===== config.mk =====
export PLATFORM = sky130hd
export DESIGN_NAME = wma_ctrl
export DESIGN_NICKNAME = d
export VERILOG_FILES = /design/src/hdl/wrench_moving_average_unit_macros.svh /design/src/hdl/wma_pkg.sv /design/src/hdl/wma_ctrl.sv
export SDC_FILE = /design/constraint.sdc
export NUM_CORES = 1
export LEC_CHECK = 0
export BUFFER_PORTS_ARGS = -buffer_cell sky130_fd_sc_hd__buf_2
export CAP_MARGIN = 20
export CORE_MARGIN = 3
export CORE_UTILIZATION = 50
export DETAILED_ROUTE_END_ITERATION = 8
export GPL_ROUTABILITY_DRIVEN = 0
export MAX_ROUTING_LAYER = met4
export PLACE_DENSITY = 0.8
export SLEW_MARGIN = 10
export SYNTH_ARGS = -nofsm -noshare
export SYNTH_HDL_FRONTEND = slang
export SYNTH_SLANG_ARGS = --single-unit

===== constraint.sdc =====
create_clock -name aclk -period 3.09 [get_ports aclk]
set_input_delay 0 -clock aclk [delete_from_list [all_inputs] [get_ports aclk]]
set_output_delay 0 -clock aclk [all_outputs]
set_load 0.01 [all_outputs]

===== src/hdl/wrench_moving_average_unit_macros.svh =====
// ---------------------------------------------------------------------------
// wrench moving average unit assertion macros
// concurrent checks on aclk, disabled while aresetn is low
// ---------------------------------------------------------------------------
`ifndef WRENCH_MOVING_AVERAGE_UNIT_MACROS_SVH
`define WRENCH_MOVING_AVERAGE_UNIT_MACROS_SVH

// same cycle implication
`define WMA_ASSERT_IMPLY(label, lhs, rhs, msg) \
    label: assert property (@(posedge aclk) disable iff (!aresetn) (lhs) |-> (rhs)) \
        else $error(msg);

// next cycle implication
`define WMA_ASSERT_NEXT(label, lhs, rhs, msg) \
    label: assert property (@(posedge aclk) disable iff (!aresetn) (lhs) |=> (rhs)) \
        else $error(msg);

`endif


===== src/hdl/wma_pkg.sv =====
// ---------------------------------------------------------------------------
// wma_pkg
// shared widths, rounding constants and pipeline control struct
// ---------------------------------------------------------------------------
package wma_pkg;

    localparam int unsigned IN_W      = 16;
    localparam int unsigned OUT_W     = 17;
    localparam int unsigned TENTH_W   = 13;
    localparam int unsigned QUO_W     = 16;
    localparam int unsigned RND_BIAS  = 5;
    localparam int unsigned RND_RECIP = 52429;
    localparam int unsigned RND_SHIFT = 19;

    typedef struct packed {
        logic ld1;
        logic ld2;
        logic ld3;
        logic ld4;
        logic upd;
        logic full;
        logic sel3;
    } wma_ctrl_t;

endpackage


===== src/hdl/wma_ctrl.sv =====
// ---------------------------------------------------------------------------
// wma_ctrl
// pipeline valids and stalls, history slot pointer and fill counter
// ---------------------------------------------------------------------------
module wma_ctrl #(
    parameter int WINDOW = 10
) (
    input  logic                      aclk,
    input  logic                      aresetn,
    input  logic                      s_tvalid,
    output logic                      s_tready,
    output logic                      m_tvalid,
    input  logic                      m_tready,
    output logic                      averaged,
    output wma_pkg::wma_ctrl_t        ctrl,
    output logic [$clog2(WINDOW)-1:0] slot
);
    import wma_pkg::*;

    localparam int SLOT_W = $clog2(WINDOW);
    localparam int FILL_W = $clog2(WINDOW + 1);

    logic              v1_reg, v2_reg, v3_reg, v4_reg;
    logic              sel2_reg, sel3_reg, sel4_reg;
    logic [SLOT_W-1:0] slot_reg, slot_next;
    logic [FILL_W-1:0] fill_reg, fill_next;
    logic              adv1, adv2, adv3, adv4;
    logic              full;

    always_comb begin
        adv4 = !v4_reg || m_tready;
        adv3 = !v3_reg || adv4;
        adv2 = !v2_reg || adv3;
        adv1 = !v1_reg || adv2;
        full = (fill_reg == FILL_W'(WINDOW));
        slot_next = (slot_reg == SLOT_W'(WINDOW - 1)) ? '0 : slot_reg + SLOT_W'(1);
        fill_next = full ? fill_reg : fill_reg + FILL_W'(1);
    end

    always_ff @(posedge aclk) begin
        if (!aresetn) begin
            v1_reg   <= 1'b0;
            v2_reg   <= 1'b0;
            v3_reg   <= 1'b0;
            v4_reg   <= 1'b0;
            sel2_reg <= 1'b0;
            sel3_reg <= 1'b0;
            sel4_reg <= 1'b0;
            slot_reg <= '0;
            fill_reg <= '0;
        end else begin
            if (adv1) begin
                v1_reg <= s_tvalid;
            end
            if (adv2) begin
                v2_reg   <= v1_reg;
                sel2_reg <= full;
            end
            if (adv3) begin
                v3_reg   <= v2_reg;
                sel3_reg <= sel2_reg;
            end
            if (adv4) begin
                v4_reg   <= v3_reg;
                sel4_reg <= sel3_reg;
            end
            if (adv2 && v1_reg) begin
                slot_reg <= slot_next;
                fill_reg <= fill_next;
            end
        end
    end

    always_comb begin
        s_tready  = adv1;
        m_tvalid  = v4_reg;
        averaged  = sel4_reg;
        slot      = slot_reg;
        ctrl.ld1  = adv1;
        ctrl.ld2  = adv2;
        ctrl.ld3  = adv3;
        ctrl.ld4  = adv4;
        ctrl.upd  = adv2 && v1_reg;
        ctrl.full = full;
        ctrl.sel3 = sel3_reg;
    end

endmodule


# After elaboration in Yosys (flattened, before gate mapping)

Cells that the tools add are included.
W data, S select, Z words.

Bits in registers: 15
Bits of input ports: 4
Output and inout port bits: 14
Word-level logic and storage cells: 25

Add/subtract/negate cells: 2
Equal/unequal tests: 2
Mux-type cells: 1
Bitwise logic cells: 1
Reduce and logical (&&, ||, !) cells: 10

Operator list:

| operator              | number |
|---|---|
| $add A4 B1 Y4 const B | 2 |
| $eq A4 B4 Y1 const B  | 2 |
| $logic_not A1 Y1      | 4 |
| $logic_or A1 B1 Y1    | 4 |
| $mux W4               | 1 |
| $reduce_and A2 Y1     | 1 |
| $logic_and A1 B1 Y1   | 1 |
| $not A1 Y1            | 1 |

# Logic depth before layout (Yosys ltp)

Word-level depth: 6
Gate-level depth with buffers: 6

# Least setup slack after synthesis

OpenSTA, ideal clock, no wires.

Path type: register -> register
Start point: reg fill_reg[0]
End point: reg fill_reg[0]
Setup time: 0.072 ns
Arrival time: 1.273 ns
Setup slack: 1.745 ns
Cell stages (with the launch flop): 7
Buffers on the path: 1
Period minus slack after synthesis: 1.345 ns
Path through: dfxtp_1 > inv_1 > ha_1 > and3b_1 > clkbuf_1 > nor3_1 > mux2i_1

Longest elaborated chain between the ends: 3
Elaborated cells on any way between the ends: 4
Classes of those cells: add/sub (1); eq/ne (1); bitwise (1); reduce/logical (1)

RTL lines:

| item                        | line           | source |
|---|---|---|
| start, declared             | wma_ctrl.sv:26 | `logic [FILL_W-1:0] fill_reg, fill_next;` |
| start signal, assigned      | wma_ctrl.sv:69 | `fill_reg <= fill_next;` |
| $eq A4 B4 Y1                | wma_ctrl.sv:35 | `full = (fill_reg == FILL_W'(WINDOW));` |
| named net full              | wma_ctrl.sv:28 | `logic full;` |
| $not A1 Y1 (no line)        | -              |  |
| $reduce_and A2 Y1 (no line) | -              |  |

The timed path passes the listed nets, and every way through them passes these cells.
A chain may end at the register's enable or synchronous reset.

# Worst setup path after layout

Start point: reg fill_reg[0]
End point: reg fill_reg[0]

Longest elaborated chain between the ends: 3
Elaborated cells on any way between the ends: 4
Classes of those cells: add/sub (1); eq/ne (1); bitwise (1); reduce/logical (1)

RTL lines:

| item |
|---|
| parallel branches: the longest is 3 deep, another holds $add A4 B1 Y4 |

Several ways; the timed one is not identified.

==> results.sh <==
export IMPL_diodes=0
export IMPL_grt_setup_unrepaired="false"
export IMPL_fin_skew_ns=0.0009914
export IMPL_fillCellCount=120
export IMPL_r2r_start="fill_reg[0]"
export IMPL_maxSlewViolCount=0
export IMPL_cts_buffers=3
export IMPL_synth_distinct_cells=27
export IMPL_area_growth_pct=11.09
export IMPL_status="finished clean"
export IMPL_die_y_um=44
export IMPL_grt_overflow_total=0
export IMPL_dieWidth_um=44
export IMPL_combinationalPowerShare_pct=7.4
export IMPL_critPathLaunchType="flip-flop"
export IMPL_crit_path_max_fanout=5
export IMPL_coreArea_um2=1334
export IMPL_finalHoldViolCount=0
export IMPL_whs_ns=0.04583
export IMPL_rrSetupSlack_ns=1.68
export IMPL_cp_end_kind="flip-flop"
export IMPL_dieArea_um2=1936
export IMPL_fin_total_pwr_uw=337.1
export IMPL_post_dp_hpwl_um=1027
export IMPL_ioPinCount=18
export IMPL_fmax_mhz=711.1
export IMPL_port_buffers=17
export IMPL_hold_depth=2
export IMPL_cts_resized=0
export IMPL_synth_area_um2=721.9
export IMPL_arrival_ns=1.62
export IMPL_finish_utilization_pct=60.13
export IMPL_vias_per_cell=5.377
export IMPL_drc=0
export IMPL_routedWlPerCell_um=12.14
export IMPL_fin_tns_setup_ns=0
export IMPL_rows=13
export IMPL_finalCriticalPeriod_ns=1.406
export IMPL_grt_pass1_wl_um=2428
export IMPL_vdd_drop_max_mv=0.2282
export IMPL_clkPwrFrac_pct=32.1
export IMPL_cts_max_level=1
export IMPL_ctsLongestPathBuffers=2
export IMPL_grt_pass1_vias=581
export IMPL_setup_viol=0
export IMPL_r2r_end="fill_reg[0]"
export IMPL_whs_endpoint="fill_reg[1]"
export IMPL_via_count=613
export IMPL_synth_top_area_cell="dfxtp_1"
export IMPL_worstPathRequired_ns=3.31
export IMPL_crit_type="reg2reg"
export IMPL_drt_iter0_drc=9
export IMPL_netSwitchingFraction_pct=23.69
export IMPL_cts_root_buf="clkbuf_4"
export IMPL_track_usage_pct=17.63
export IMPL_maxCapViolCount=0
export IMPL_yosys_warnings=0
export IMPL_finalNetCount=106
export IMPL_max_slew_margin_pct=77.66
export IMPL_drive_above_1_share_pct=23.23
export IMPL_p_sw_uw=79.83
export IMPL_p_int_uw=257.2
export IMPL_cts_tree="done"
export IMPL_tightest_slew_ns=0.3347
export IMPL_path_clk_slew_ns=0.09
export IMPL_antenna_left=0
export IMPL_dr_pass1_iters=4
export IMPL_synth_nets=93
export IMPL_p_seq_share_pct=60.5
export IMPL_holdCritStartpoint="aresetn"
export IMPL_start_util_pct=54.13
export IMPL_clkSinkCount=15
export IMPL_ys_top_cells_by_area="dfxtp_1, a21oi_1, buf_4"
export IMPL_synth_cells=87
export IMPL_hp_class="in2reg"
export IMPL_leakage_nw=0.3450
export IMPL_synth_top_area_share_pct=41.59
export IMPL_power_density_nw_per_um2=420.3
export IMPL_drt_wl_total_um=1384
export IMPL_antenna_found_initial=0
export IMPL_synth_seq_area_share_pct=41.59
export IMPL_syn_area_per_cell_um2=8.298
export IMPL_grt_max_degree=16
export IMPL_ys_seq_elements=15
export IMPL_finalCritPeriodShare_pct=45.51
export IMPL_clock_latency_ns=0.28
export IMPL_ff2ff_path_depth=5
Yosys cell counts:
master,instances
nand3_1,4
nor2b_1,2
o211a_1,1
o31ai_1,1
nand4b_1,2
a31o_2,1
nor2_1,4
and3b_1,1
o311ai_0,1
nand3b_1,1
nor3_1,3
o21ai_0,2
a31oi_1,1
or3_1,2
mux2i_1,2
and4b_4,1
dfxtp_1,15
ha_1,2
or4_1,2
buf_4,6
a21oi_1,9
inv_1,7
nand2b_1,1
and2b_1,1
clkbuf_1,3
buf_2,1
nand2_1,11
cells in the final DEF, fill, tap and decap left out:
cell type | netlist | layout
a21oi_1 | 9 | 9
a31o_2 | 1 | 1
a31oi_1 | 1 | 1
and2b_1 | 1 | 1
and3b_1 | 1 | 1
and4b_4 | 1 | 1
buf_2 | 1 | 17
clkbuf_4 | 0 | 3
clkinv_2 | 0 | 1
dfxtp_1 | 15 | 15
dlygate4sd3_1 | 0 | 1
ha_1 | 2 | 2
inv_1 | 7 | 7
mux2i_1 | 2 | 2
nand2_1 | 11 | 11
nand2b_1 | 1 | 1
nand3_1 | 4 | 4
nand3b_1 | 1 | 1
nand4b_1 | 2 | 2
nor2_1 | 4 | 4
nor2b_1 | 2 | 2
nor3_1 | 3 | 3
o211a_1 | 1 | 1
o21ai_0 | 2 | 2
o311ai_0 | 1 | 1
o31ai_1 | 1 | 1
or3_1 | 2 | 2
or4_1 | 2 | 2
cells by family (layout without fill, tap and decap cells):
family / Yosys count / count (layout) / share of synthesized area (%)
muxes: 2 / 2 / 2.773
buffers and inverters: 17 / 29 / 12.13
AOI/OAI and AO/OA: 16 / 16 / 13.35
and+or+nand+nor: 35 / 35 / 26.69
DFF: 15 / 15 / 41.59
adders and majority gates: 2 / 2 / 3.466
cell type report:
type	count	area [um^2]	share of cell area (%)
clock buffers	3	22.52	2.808
clock inverters	1	5.005	0.6240
flip-flops and latches	15	300.3	37.44
multi-input cells	55	334.1	41.65
well taps	15	18.77	2.340
repair buffers	18	95.09	11.86
inverters	7	26.28	3.276
routing by layer:
layer	vias up	global-route usage [%]	wire, um
li1	316	-	-
met4	0	8.434	12
met1	277	20.51	618
met3	2	6.639	83
met5	-	-	0
met2	18	26.45	670
worst max path at each step:
| stage | from | end | slack (ns) | cells past startpoint |
|---|---|---|---|---|
| after floorplan | fill_reg[0] | fill_reg[0] | 1.75 | 6 |
| final | fill_reg[0] | fill_reg[0] | 1.68 | 5 |
| after detailed placement | fill_reg[0] | fill_reg[0] | 1.69 | 5 |
| after global placement | fill_reg[0] | fill_reg[0] | 1.78 | 5 |
| after CTS | fill_reg[0] | fill_reg[0] | 1.67 | 5 |
| after global routing | fill_reg[0] | fill_reg[0] | 1.57 | 5 |
power groups by stage:
stage                     sequential (mW)  clock, mW  combinational [mW]
after floorplan                     0.208          0              0.0160
after global placement              0.208          0              0.0228
after detailed placement            0.209          0              0.0239
after CTS                           0.204      0.115              0.0250
after global routing                0.205      0.122              0.0285
final                               0.204      0.108              0.0248
critical path: stages (launching register included):
cell and delay, ns:
dfxtp_1 0.39, inv_1 0.08, ha_1 0.19, and3b_1 0.22, nor3_1 0.25, mux2i_1 0.21
per-stage QoR:
step / instance area [um^2] / worst slack, ns / instances
6_report: 802.0 / 1.684 / 114
4_1_cts: 802.0 / 1.671 / 114
2_1_floorplan: 721.9 / 1.745 / 87
3_3_place_gp: 764.5 / 1.783 / 109
3_5_place_dp: 764.5 / 1.686 / 109
5_1_grt: 802.0 / 1.567 / 114
repair_timing:
item | CTS | global route
endpoints found under the hold margin | 1 | 0
hold buffers | 1 | 0
buffers inserted | 0 | 0
Power figures use the tool's default switching activity.
